===== src/design/kwm_pkg.sv =====
// ----------------------------------------------------------------------------
// kwm_pkg: shared types and constants of the k-way merge block
// Command codes, register map and the control group of the compare unit.
// ----------------------------------------------------------------------------
`default_nettype none

package kwm_pkg;

  localparam int DATA_W = 32;
  localparam int SRC_W  = 3;
  localparam int NUM_W  = 4;

  // Command codes carried in the low bits of the input transaction
  typedef enum logic [1:0] {
    CMD_LOAD  = 2'd0,
    CMD_POP   = 2'd1,
    CMD_CLEAR = 2'd2,
    CMD_NONE  = 2'd3
  } cmd_t;

  // Register map, word index
  localparam logic REG_NUM_LISTS = 1'b0;

  localparam logic [NUM_W-1:0] NUM_LISTS_RESET = 4'd8;

  // Control group driven by the sequencer into the compare unit
  typedef struct packed {
    logic start;     // forget the current best, a new scan begins
    logic cand_vld;  // a list head is presented for comparison
  } cmp_ctl_t;

endpackage

`default_nettype wire


===== src/design/kwm_cmp.sv =====
// ----------------------------------------------------------------------------
// kwm_cmp: shared signed compare unit with best-head register
// Keeps the smallest head seen in a scan; ties keep the earlier list.
// ----------------------------------------------------------------------------
`default_nettype none

module kwm_cmp #(
  parameter int LW = 3
) (
  input  wire logic                                clk,
  input  wire logic                                rst_n,
  input  wire kwm_pkg::cmp_ctl_t                   ctl,
  input  wire logic signed [kwm_pkg::DATA_W-1:0]   cand_value,
  input  wire logic        [LW-1:0]                cand_list,
  output logic                                     take,
  output logic                                     found,
  output logic signed      [kwm_pkg::DATA_W-1:0]   best_value,
  output logic             [LW-1:0]                best_list
);

  logic                                 found_r, found_nxt;
  logic signed [kwm_pkg::DATA_W-1:0]    best_value_r;
  logic        [LW-1:0]                 best_list_r;

  // strict less-than keeps the lowest list index on ties
  assign take = ctl.cand_vld && (!found_r || (cand_value < best_value_r));

  always_comb begin
    found_nxt = found_r;
    if (ctl.start) begin
      found_nxt = 1'b0;
    end else if (take) begin
      found_nxt = 1'b1;
    end
  end

  always_ff @(posedge clk) begin
    if (!rst_n) begin
      found_r <= 1'b0;
    end else begin
      found_r <= found_nxt;
    end
  end

  always_ff @(posedge clk) begin
    if (take && !ctl.start) begin
      best_value_r <= cand_value;
      best_list_r  <= cand_list;
    end
  end

  assign found      = found_r;
  assign best_value = best_value_r;
  assign best_list  = best_list_r;

endmodule

`default_nettype wire


===== config.mk =====
export PLATFORM = sky130hd
export DESIGN_NAME = kwm_cmp
export DESIGN_NICKNAME = d
export VERILOG_FILES = /design/src/design/kwm_pkg.sv /design/src/design/kwm_cmp.sv
export SDC_FILE = /design/constraint.sdc
export NUM_CORES = 1
export LEC_CHECK = 0
export ABC_CLOCK_PERIOD_IN_PS = 9050
export CAP_MARGIN = 10
export CORE_ASPECT_RATIO = 0.6
export CORE_MARGIN = 2
export CORE_UTILIZATION = 45
export DETAILED_ROUTE_END_ITERATION = 8
export DONT_BUFFER_PORTS = 1
export GPL_TIMING_DRIVEN = 0
export PLACE_DENSITY = 0.65
export SLEW_MARGIN = 20
export SYNTH_ARGS = -nofsm -noshare
export SYNTH_HDL_FRONTEND = slang
export SYNTH_SLANG_ARGS = --single-unit

===== constraint.sdc =====
create_clock -name clk -period 9.05 [get_ports clk]
set_input_delay 1.81 -clock clk [delete_from_list [all_inputs] [get_ports clk]]
set_output_delay 1.81 -clock clk [all_outputs]
set_load 0.02 [all_outputs]

== Word level (Yosys, flattened, before mapping) ==
Index checks and enable logic that the tools add are counted.

* $lt $le $gt $ge: 1
* Bitwise logic cells: 1
* Reductions and logical operators: 6

{| class="wikitable"
|+ Operators with widths
! cell !! count
|-
| 32-bit less-than comparator || 1
|-
| 1-bit logical AND || 2
|-
| 1-bit logical NOT || 2
|-
| 2-bit OR reduction || 1
|-
| 1-bit logical OR || 1
|-
| 1-bit NOT || 1
|}

* Register bits: 36
* Output and inout port bits: 37

== Longest topological paths before layout ==
Gate-level depths: netlist of the first run.

* Depth after elaboration: 4
* Gate-level depth with buffers: 8

== Worst setup path before layout of the first run ==
No wires, ideal clock.

* Kind: input to register
* Start: input cand_value[2] in the netlist's numbering
* End: register best_list_r[0] (netlist: best_list[0]) (enable)
* Setup time: 0.449 ns
* Arrival: 4.930 ns
* Required time: 8.601 ns
* Path slack: 3.670 ns
* Stages: 7
* Path through: ha_1 -> a211o_1 -> a31oi_1 -> o221ai_1 -> a211oi_2 -> nor3_2 -> nor4_2

* Word-level cells in the longest chain between the ends: 4

{| class="wikitable"
|+ Ends and longest elaborated chain
! what !! line !! RTL
|-
| start: declaration || kwm_cmp.sv:13 || <nowiki>input wire logic signed [kwm_pkg::DATA_W-1:0] cand_value,</nowiki>
|-
| 32-bit less-than comparator || kwm_cmp.sv:26 || <nowiki>assign take = ctl.cand_vld && (!found_r || (cand_value < best_value_r));</nowiki>
|-
| 1-bit logical OR || kwm_cmp.sv:26 ||
|-
| 1-bit logical AND || kwm_cmp.sv:26 ||
|-
| 1-bit logical AND || kwm_cmp.sv:46 || <nowiki>if (take && !ctl.start) begin</nowiki>
|-
| end signal: assignment || kwm_cmp.sv:48 || <nowiki>best_list_r <= cand_list;</nowiki>
|-
| end: declaration || kwm_cmp.sv:23 || <nowiki>logic [LW-1:0] best_list_r;</nowiki>
|}

Every way passes these cells.
A chain may end at the register's enable or synchronous reset.

== Worst setup path after layout of the first run ==
* Start: input cand_value[31] in the netlist's numbering
* End: output take

* Word-level cells in the longest chain between the ends: 3

{| class="wikitable"
|+ Ends and longest elaborated chain
! what !! line !! RTL
|-
| 32-bit less-than comparator || kwm_cmp.sv:26 ||
|-
| 1-bit logical OR || kwm_cmp.sv:26 ||
|-
| 1-bit logical AND || kwm_cmp.sv:26 ||
|-
| end: declaration || kwm_cmp.sv:15 || <nowiki>output logic take,</nowiki>
|}

Every way passes these cells.

==> results of run 1 <==
[routing by layer]
layer	up-vias	GRT usage	wire [um]
met5	-	0	0
met4	0	0.0359	12
met3	2	0.0845	402
met2	47	0.250	1590
met1	533	0.201	1610
li1	567	-	-
[metrics by stage]
step	setup slack, ns	util	total power [uW]
2_1_floorplan	3.67	-	234
3_3_place_gp	2.69	0.483	242
3_5_place_dp	3.52	0.491	245
4_1_cts	3.50	0.510	347
5_1_grt	3.40	0.510	360
6_report	3.54	0.510	343
[synthesized netlist by cell type]
master	count	area [um^2]
a211oi_1	1	7.51
o221ai_1	1	8.76
nand2_1	5	18.8
or4_1	1	7.51
edfxtp_1	35	1050
o21ai_0	3	15.0
nand4_1	6	37.5
nor4_2	1	12.5
a211oi_2	1	12.5
nor3_2	1	10.0
a21oi_1	12	60.1
nor3b_1	1	7.51
a211o_1	1	8.76
a31oi_1	1	6.26
or2b_1	1	7.51
a21o_1	3	22.5
inv_1	31	116
and4_1	1	8.76
a221o_1	1	10.0
dfxtp_1	1	20.0
o21ai_1	1	5.00
and3b_1	1	8.76
nor3_1	3	15.0
nor2_1	2	7.51
nand3_1	4	20.0
ha_1	31	388
[worst max path at each step]
stage,from,endpoint,slack (ns),cells past startpoint
3_5_place_dp,cand_value[2],take,3.52,7
5_1_grt,cand_value[19],take,3.40,7
2_1_floorplan,cand_value[2],best_list[0],3.67,7
4_1_cts,cand_value[2],take,3.50,7
3_3_place_gp,cand_value[2],best_value[9],2.69,7
6_report,cand_value[31],take,3.54,7
[where the power goes]
group          switching [uW]  internal [uW]
sequential               13.3            193
clock                    50.3           50.7
combinational            20.5           14.9
[worst max-delay path, delay by kind of cell]
| family | cells | cell delay [ns] |
|---|---|---|
| simple gates | 4 | 1.03 |
| fa+ha+maj | 1 | 0.33 |
| compound gates | 2 | 0.54 |
[layout make-up]
class / instances / area [um^2] / share of cell area
Sequential cell: 36 / 1070 / 0.515
Multi-Input combinational cell: 83 / 714 / 0.344
Inverter: 31 / 116 / 0.0560
Tap cell: 60 / 75.1 / 0.0361
Clock buffer: 5 / 68.8 / 0.0331
Timing Repair Buffer: 3 / 26.3 / 0.0126
Clock inverter: 2 / 7.51 / 0.00361
[sequential cells by signal (all words and copies together) (netlist names)]
register and flops:
best_value 32, best_list 3, found 1
[logic make-up (layout without fill, tap and decap cells)]
family / Yosys count / after routing / share of synthesized area
adders and majority gates: 31 / 31 / 0.205
and+or+nand+nor: 27 / 27 / 0.0853
AOI/OAI and AO/OA: 25 / 25 / 0.0826
DFF: 36 / 36 / 0.566
buffers and inverters: 31 / 41 / 0.0615
==> run_results.csv, run 1 <==
group,metric,value,unit
min_path,hold_path.class,"register to register",
sta,setup_viol_count_final,0,
floorplanning,placement_rows,18,
place,placedCellCount,213,
clocking,insertion_delay,0.27,ns
sta,finalClockSkew,0.00458,ns
clocking,cts_tree,"yes",
finish,areaGrowthSynthToFinish,9.85,%
global_routing,wire_length_of_the_first_global_routing_pass,5600,um
clocking,post-cts-setup-buffer-count,0,
status,status,"finished, final reports clean",
route,drt_drc_violations_left,0,
clocking,clock_sink_count,36,
setup_path,timing.rr.start,"best_value[2]",
route,number_of_iterations_in_the_first_detailed_routing_pass,4,
route,detail-route-antenna-nets,0,
global_routing,antenna_found_initial,0,
min_path,worst_hold_path.endpoint,"found",
clocking,clkSlewWorstSetupHoldPaths,0.06,ns
power,ir_worst_vdd,0.0889,mV
yosys,ys.warnings.count,0,
route,wire_per_inst,16.4,um
route,drt_first_iter_violations,44,
yosys,synth.ff_latch_count,36,
global_routing,gr-total-overflow,0,
clocking,post_cts.resized_instances,0,
setup_path,timing.critical_path.slowest_stage_cell,"nor3_1",
sta,finalHoldViolCount,0,
setup_path,reg2reg_depth,10,
finish,insertedDiodeCount,0,
route,routed_wl,3610,um
floorplanning,io_pins,76,
clocking,clock_root_buffer,"clkbuf_8",
setup_path,critPathMostFrequentCell,"nor3_1",
clocking,cts-hold-fix-buffers,0,
setup_path,crit_path_end_kind,"output pin",
min_path,timing.hold.worst_path_depth,2,
setup_path,worstPathCellList,"ha_1, nand4_1, nor3_1, a221o_1, nor3_1, o21ai_0, nor3_1",
setup_path,path_max_fanout,4,
floorplanning,core_area,0.00408,mm^2
finish,layout.cells.most_common,"edfxtp_1",
sta,rsz0062_at_grt,"no",
yosys,postSynthCellCount,150,
setup_path,worst_case_register_to_register_setup_slack,5.97,ns
global_routing,grt_pass1_vias,1250,
global_routing,grt_max_degree,14,
yosys,synth_area,0.00189,mm^2
setup_path,cp-start-kind,"primary input",
floorplanning,chip_width,87.7,um
global_routing,grt_use_total,0.160,
setup_path,largest_stage_delay_on_the_critical_path,0.55,ns
setup_path,worstSetupPathType,"primary input to output pin",
floorplanning,start_util,0.464,
floorplanning,die_outline_height,54.2,um
yosys,net_count_synth,220,
place,placed_cell_area,0.00200,mm^2
place,finalWeightedCongestion,0.730,
sta,setup-tns-final,0,ns
run,max_cap_viol_count,0,
route,detailroute.via_count,1149,
finish,drive_above_1_share,0.0688,
setup_path,critPathRequiredTime,7.24,ns
sta,slew_viol_final,0,
min_path,min-delay-start,"found",
place,hpwl,3040,um
setup_path,worstPathArrival,3.70,ns
sta,final_period_minus_worst_setup_slack,5.51,ns
power,power.density_cell_area,165,mW/mm^2
finish,layout.nets,230,
clocking,clockBufferDepth,2,
sta,timing.slew.headroom,0.564,
sta,fmax,0.181,GHz
setup_path,worstReg2RegEnd,"best_value[17]",
yosys,synth.distinct_cells,26,
power,p_leak,0.000904,uW
yosys,synth_sequential_area_ratio,0.566,
place,buffers_on_ports,0,
finish,fillerInstances,343,
floorplanning,die_area,0.00476,mm^2
finish,finish.instance_area,0.00208,mm^2
finish,finish.cell_count_without_fillers,220,
clocking,htreeDepth,2,
sta,max_slew.worst_pin.slew,0.649,ns
yosys,synthesis.area_per_instance,12.6,um^2
sta,whs,0.620,ns
clocking,tritoncts.num_buffers,5,
finish,layout.cells.most_common_list,"35 x edfxtp_1, 31 x inv_1, 31 x ha_1, 12 x a21oi_1, 6 x nand4_1",
route,detail_route.vias_per_cell,5.22,
sta,period_share,0.609,
(Power assumes the default switching activity.)
==> run 2: changes to the inputs <==
--- a/config.mk
+++ b/config.mk
@@ -5,7 +5,8 @@
 export SDC_FILE = /design/constraint.sdc
 export NUM_CORES = 1
 export LEC_CHECK = 0
-export ABC_CLOCK_PERIOD_IN_PS = 9050
+export ABC_AREA = 1
+export ABC_CLOCK_PERIOD_IN_PS = 5400
 export CAP_MARGIN = 10
 export CORE_ASPECT_RATIO = 0.6
 export CORE_MARGIN = 2
==> constraint.sdc (replaced) <==
create_clock -name clk -period 5.4 [get_ports clk]
set_input_delay 1.08 -clock clk [delete_from_list [all_inputs] [get_ports clk]]
set_output_delay 1.08 -clock clk [all_outputs]
set_load 0.02 [all_outputs]
==> run_results.csv, run 2 <==
group,metric,value,unit
sta,setup-tns-final,0,ns
sta,max_slew.worst_pin.slew,0.504,ns
route,detailroute.via_count,1196,
clocking,post-cts-setup-buffer-count,0,
finish,largest_register_ffs,32,
floorplanning,start_util,0.471,
finish,drive_above_1_share,0.101,
yosys,synth_enable_flop_cells,35,
power,clkPwrFrac,0.362,
yosys,synth.top_cells.by_area,"edfxtp_1 54%, ha_1 20%, inv_1 7.9%",
yosys,synth_sequential_area_ratio,0.549,
setup_path,cpLargestDelayFamily,"compound AO/OA/AOI/OAI gates",
sta,fmax,0.291,GHz
clocking,insertion_delay,0.28,ns
route,routed_wl,3530,um
status,status,"finished, final reports clean",
floorplanning,chip_width,89.0,um
finish,layout.nets,257,
finish,fillerInstances,379,
yosys,ys.warnings.count,0,
clocking,clock_sink_count,36,
yosys,synthMostInstantiatedCell,"inv_1",
setup_path,critPathMostFrequentCell,"nand3_1",
place,buffers_on_ports,0,
power,ir_worst_vdd,0.130,mV
setup_path,reg2reg_depth,12,
sta,finalHoldViolCount,0,
yosys,synthesis.area_per_instance,10.9,um^2
finish,utilization,0.524,
route,drt_first_iter_violations,38,
finish,finish.instance_area,0.00217,mm^2
setup_path,worstPathCellList,"ha_1, a21oi_1, o21ai_0, nand2_1, nand3_1, a21oi_2, nand3_1, nand3_2, nand2_2, inv_1",
yosys,synth.distinct_cells,15,
min_path,timing.hold.worst_path_depth,2,
setup_path,path_depth,10,
power,power.switching,152,uW
floorplanning,die_area,0.00489,mm^2
power,power.share.sequential,0.541,
clocking,clock_root_buffer,"clkbuf_8",
power,power.density_cell_area,294,mW/mm^2
global_routing,wire_length_of_the_first_global_routing_pass,5410,um
clocking,cts_tree,"yes",
power,p_leak,0.00101,uW
route,number_of_iterations_in_the_first_detailed_routing_pass,4,
global_routing,grt_pass1_vias,1271,
run,max_cap_viol_count,0,
place,finalWeightedCongestion,0.688,
power,pint,485,uW
global_routing,grt_use_total,0.151,
power,comb_power_share,0.097,
setup_path,worst-path-buf-inv,1,
setup_path,cp-start-kind,"primary input",
sta,period_share,0.636,
place,hpwl,2930,um
floorplanning,core_area,0.00414,mm^2
sta,slew_viol_final,0,
sta,final_period_minus_worst_setup_slack,3.43,ns
clocking,cts-hold-fix-buffers,0,
power,power.switching_fraction,0.239,
floorplanning,die_outline_height,55,um
yosys,postSynthCellCount,179,
setup_path,path_max_fanout,2,
clocking,htreeDepth,2,
finish,areaGrowthSynthToFinish,11.2,%
finish,layout.cells.most_common_list,"41 x inv_1, 35 x edfxtp_1, 31 x ha_1, 30 x nand2_1, 11 x a21oi_1",
sta,finalClockSkew,0.00705,ns
global_routing,grt_max_degree,22,
setup_path,timing.critical_path.slowest_stage_cell,"ha_1",
clocking,clkSlewWorstSetupHoldPaths,0.07,ns
clocking,post_cts.resized_instances,0,
place,placed_cell_area,0.00206,mm^2
route,drt_drc_violations_left,0,
clocking,clockBufferDepth,2,
yosys,synth_flop_cell,"edfxtp_1",
sta,timing.slew.headroom,0.663,
floorplanning,placement_rows,18,
setup_path,largest_stage_delay_on_the_critical_path,0.29,ns
setup_path,worstSetupPathType,"primary input to output pin",
finish,layout.cells.most_common,"inv_1",
sta,setup_viol_count_final,0,
sta,rsz0062_at_grt,"no",
yosys,net_count_synth,249,
global_routing,gr-total-overflow,0,
yosys,synth_area,0.00195,mm^2
yosys,synthDominantCellAreaShare,0.539,
yosys,post_synth_most_frequent_cells,"41 x inv_1, 35 x edfxtp_1, 31 x ha_1",
clocking,tritoncts.num_buffers,5,
route,wire_per_inst,14.2,um
finish,insertedDiodeCount,0,
route,detail_route.vias_per_cell,4.82,
setup_path,crit_path_end_kind,"output pin",
yosys,synth.ff_latch_count,36,
min_path,hold_path.class,"register to register",
yosys,synth_top_cell_by_area,"edfxtp_1",
yosys,fraction_of_synthesis_flops_using_an_asynchronous_set_or_reset_pin,0,
setup_path,critPathRequiredTime,4.32,ns
global_routing,antenna_found_initial,0,
floorplanning,io_pins,76,
setup_path,worstPathArrival,2.35,ns
route,detail-route-antenna-nets,0,
-- run 2: layout make-up --
| class | instances | area (um^2) | share of cell area |
|---|---|---|---|
| repair buffers | 1 | 27.5 | 0.0127 |
| inverters | 41 | 154 | 0.0709 |
| clock inverters | 3 | 42.5 | 0.0196 |
| well taps | 60 | 75.1 | 0.0346 |
| clock buffers | 5 | 68.8 | 0.0317 |
| multi-input cells | 102 | 731 | 0.337 |
| flip-flops and latches | 36 | 1070 | 0.494 |
-- run 2: worst paths after layout --
| kind | from | endpoint | slack [ns] |
|---|---|---|---|
| setup / recovery | cand_value[19] | take | 1.97 |
| hold / removal | found | found | 0.69 |
| setup reg to reg | best_value[19] | best_value[4] | 2.80 |
| hold reg to reg | found | found | 0.69 |
-- run 2: layer usage --
layer / GRT usage / vias up / wire length (um)
met5: 0 / - / 0
met4: 0.0448 / 0 / 8
met3: 0.0653 / 2 / 368
met2: 0.266 / 47 / 1740
met1: 0.172 / 540 / 1410
li1: - / 607 / -
-- run 2: worst register-to-register path: stages (launching register included) --
cell and delay, ns:
edfxtp_1 0.48, inv_1 0.08, ha_1 0.30, a21oi_1 0.15, o21ai_0 0.11, nand2_1 0.07
nand3_1 0.08, a21oi_2 0.15, nand3_1 0.10, nand3_2 0.09, nand2_2 0.07, nor2_4 0.40
buf_16 0.23
-- run 2: cell families (layout without fill, tap and decap cells) --
family / count (synthesis) / after routing / synth area share
buffers and inverters: 41 / 50 / 0.0789
AND/OR/NAND/NOR: 52 / 52 / 0.119
adder cells (fa/ha/maj): 31 / 31 / 0.199
AO/OA/AOI/OAI: 19 / 19 / 0.0545
flip-flops: 36 / 36 / 0.549
-- run 2: through the flow --
stage | instances | hold WS (ns) | setup WS, ns | total power (uW)
finish | 248 | 0.688 | 1.97 | 637
global route | 248 | 0.754 | 1.82 | 669
CTS | 248 | 0.680 | 1.94 | 648
detailed placement | 240 | 0.662 | 1.94 | 415
global placement | 239 | 0.662 | 1.59 | 407
floorplan | 179 | 0.624 | 2.01 | 396
-- run 2: power by group through the flow --
stage | clock network [uW] | logic (uW) | registers [uW]
after detailed placement | 0 | 63.4 | 351
after floorplan | 0 | 47.6 | 349
after CTS | 239 | 63.9 | 345
after global placement | 0 | 56.3 | 351
after global routing | 250 | 73.2 | 346
final | 230 | 62.1 | 345
==> run 3: changes to the inputs <==
--- a/config.mk
+++ b/config.mk
@@ -5,8 +5,8 @@
 export SDC_FILE = /design/constraint.sdc
 export NUM_CORES = 1
 export LEC_CHECK = 0
-export ABC_AREA = 1
-export ABC_CLOCK_PERIOD_IN_PS = 5400
+export ABC_AREA = 0
+export ABC_CLOCK_PERIOD_IN_PS = 3300
 export CAP_MARGIN = 10
 export CORE_ASPECT_RATIO = 0.6
 export CORE_MARGIN = 2
==> constraint.sdc (replaced) <==
create_clock -name clk -period 3.3 [get_ports clk]
set_input_delay 0.66 -clock clk [delete_from_list [all_inputs] [get_ports clk]]
set_output_delay 0.66 -clock clk [all_outputs]
set_load 0.02 [all_outputs]
==> run_results.csv, run 3 (synthesized netlist as in run 1, its figures left out) <==
group,metric,value,unit
route,detail-route-antenna-nets,0,
min_path,min-delay-start,"ctl[1]",
clocking,cts-hold-fix-buffers,0,
power,comb_power_share,0.103,
route,met2_wirelength,1610,um
global_routing,grt_use_total,0.160,
setup_path,worstPathCellList,"inv_1, ha_1, nand4_1, or4_1, nor3_2, nor3_4",
clocking,clockBufferDepth,2,
floorplanning,die_area,0.00476,mm^2
sta,setup_viol_count_final,0,
place,finalWeightedCongestion,0.730,
finish,layout.cells.most_common,"edfxtp_1",
setup_path,worstSetupPathType,"register to output pin",
clocking,htreeDepth,2,
finish,finish.instance_area,0.00213,mm^2
setup_path,cp-start-kind,"register",
route,top_signal_layer_used,"met4",
sta,finalHoldViolCount,0,
setup_path,largest_stage_delay_on_the_critical_path,0.57,ns
setup_path,worst_case_register_to_register_setup_slack,0.46,ns
route,detailroute.via_count,1154,
clocking,clock_root_buffer,"clkbuf_8",
sta,fmax,0.319,GHz
setup_path,critPathRequiredTime,2.64,ns
setup_path,timing.critical_path.slowest_stage_cell,"or4_1",
finish,drive_above_1_share,0.123,
setup_path,path_max_fanout,4,
setup_path,worstPathArrival,2.47,ns
power,clkPwrFrac,0.304,
route,routed_wl,3630,um
power,power.switching_fraction,0.252,
sta,timing.slew.headroom,0.731,
clocking,tritoncts.num_buffers,5,
floorplanning,die_outline_height,54.2,um
sta,setup-tns-final,0,ns
route,detail_route.vias_per_cell,5.20,
power,power.share.sequential,0.593,
finish,largest_register_ffs,32,
finish,layout.cells.most_common_list,"35 x edfxtp_1, 31 x inv_1, 28 x ha_1, 12 x a21oi_1, 6 x nand4_1",
route,met3RoutedLength,385,um
clocking,cts_tree,"yes",
global_routing,antenna_found_initial,0,
finish,finish.cell_count_without_fillers,222,
power,ir_worst_vdd,0.190,mV
route,number_of_iterations_in_the_first_detailed_routing_pass,4,
setup_path,reg2reg_depth,9,
global_routing,gr-total-overflow,0,
finish,areaGrowthSynthToFinish,12.4,%
power,power.switching,240,uW
sta,period_share,0.950,
route,routedLengthMet1,1630,um
sta,max_slew.worst_pin.slew,0.402,ns
sta,finalClockSkew,0.00624,ns
power,power.density_cell_area,449,mW/mm^2
place,placed_cell_area,0.00201,mm^2
sta,slew_viol_final,0,
min_path,worst_hold_path.endpoint,"found",
status,status,"finished, final reports clean",
finish,insertedDiodeCount,0,
floorplanning,core_area,0.00408,mm^2
route,drt_first_iter_violations,40,
power,p_leak,0.000917,uW
floorplanning,placement_rows,18,
run,max_cap_viol_count,0,
setup_path,worstReg2RegEnd,"best_value[2]",
floorplanning,io_pins,76,
finish,layout.nets,231,
sta,rsz0062_at_grt,"no",
global_routing,grt_pass1_vias,1201,
min_path,hold_path.class,"primary input to register",
place,buffers_on_ports,0,
setup_path,startpoint,"best_value[31]",
route,wire_per_inst,16.4,um
clocking,clock_sink_count,36,
place,hpwl,3000,um
floorplanning,start_util,0.464,
clocking,insertion_delay,0.28,ns
clocking,clkSlewWorstSetupHoldPaths,0.07,ns
global_routing,grt_max_degree,14,
sta,final_period_minus_worst_setup_slack,3.13,ns
sta,whs,0.448,ns
place,placedCellCount,212,
route,drt_drc_violations_left,0,
min_path,timing.hold.worst_path_depth,1,
power,pint,714,uW
setup_path,crit_path_end_kind,"output pin",
floorplanning,chip_width,87.7,um
setup_path,timing.rr.start,"best_value[2]",
global_routing,wire_length_of_the_first_global_routing_pass,5510,um
==> run 3: changes by cell type in the layout (fill, tap and decap cells not counted), sizes merged, moves of 2 or more <==
| cell | change |
|---|---|
| a21o | +3 |
| buf | +3 |
| inv | -10 |
| a211oi | +2 |
| a21oi | -2 |
| nand2 | -27 |
| nor2 | -10 |
| nand4 | +5 |
| nor3 | +2 |
| clkinv | +2 |
==> run 3: power groups by stage <==
stage / registers (uW) / clock network [uW] / logic (uW)
after detailed placement: 576 / 0 / 94.2
after global routing: 568 / 317 / 115
after floorplan: 572 / 0 / 71.7
after CTS: 566 / 302 / 95.2
after global placement: 577 / 0 / 88.0
final: 566 / 290 / 98.5
==> run 3: repair_timing <==
item                       4_1_cts  5_1_grt
setup endpoints to repair        1       27
buffers inserted                 0        2
pin swaps                        0        2
gates resized for setup          1        4
==> run 3: metal layers <==
metal / GRT usage / vias to the layer above
met5: 0 / -
met4: 0.0462 / 0
met3: 0.0739 / 2
met2: 0.240 / 53
met1: 0.210 / 529
li1: - / 570
==> run 3: worst max path at each step <==
stage / slack (ns) / to / cells past startpoint
floorplan: -0.09 / best_list[0] / 7
global placement: -0.69 / best_value[10] / 7
detailed placement: -0.003 / best_value[3] / 8
CTS: 0.009 / best_value[2] / 9
global route: 0.04 / take / 8
finish: 0.17 / take / 6
==> run 3: layout make-up <==
type	instances	area [um^2]
multi-input cells	83	752
inverters	31	116
fillers	358	1950
flip-flops and latches	36	1070
clock buffers	5	68.8
clock inverters	3	13.8
repair buffers	4	30.0
well taps	60	75.1
==> run 3: worst max-delay path, delay by kind of cell, from the launching register on <==
| family | cells | cell delay, ns |
|---|---|---|
| and+or+nand+nor | 4 | 1.29 |
| DFF | 1 | 0.48 |
| adders and majority gates | 1 | 0.35 |
| buffers and inverters | 1 | 0.08 |
==> run 3: through the flow <==
stage           util  setup slack, ns  power, uW
5_1_grt        0.522           0.0421       1000
3_5_place_dp   0.493         -0.00338        670
3_3_place_gp   0.489           -0.694        665
6_report       0.522            0.166        955
2_1_floorplan      -          -0.0880        644
4_1_cts        0.514          0.00940        963
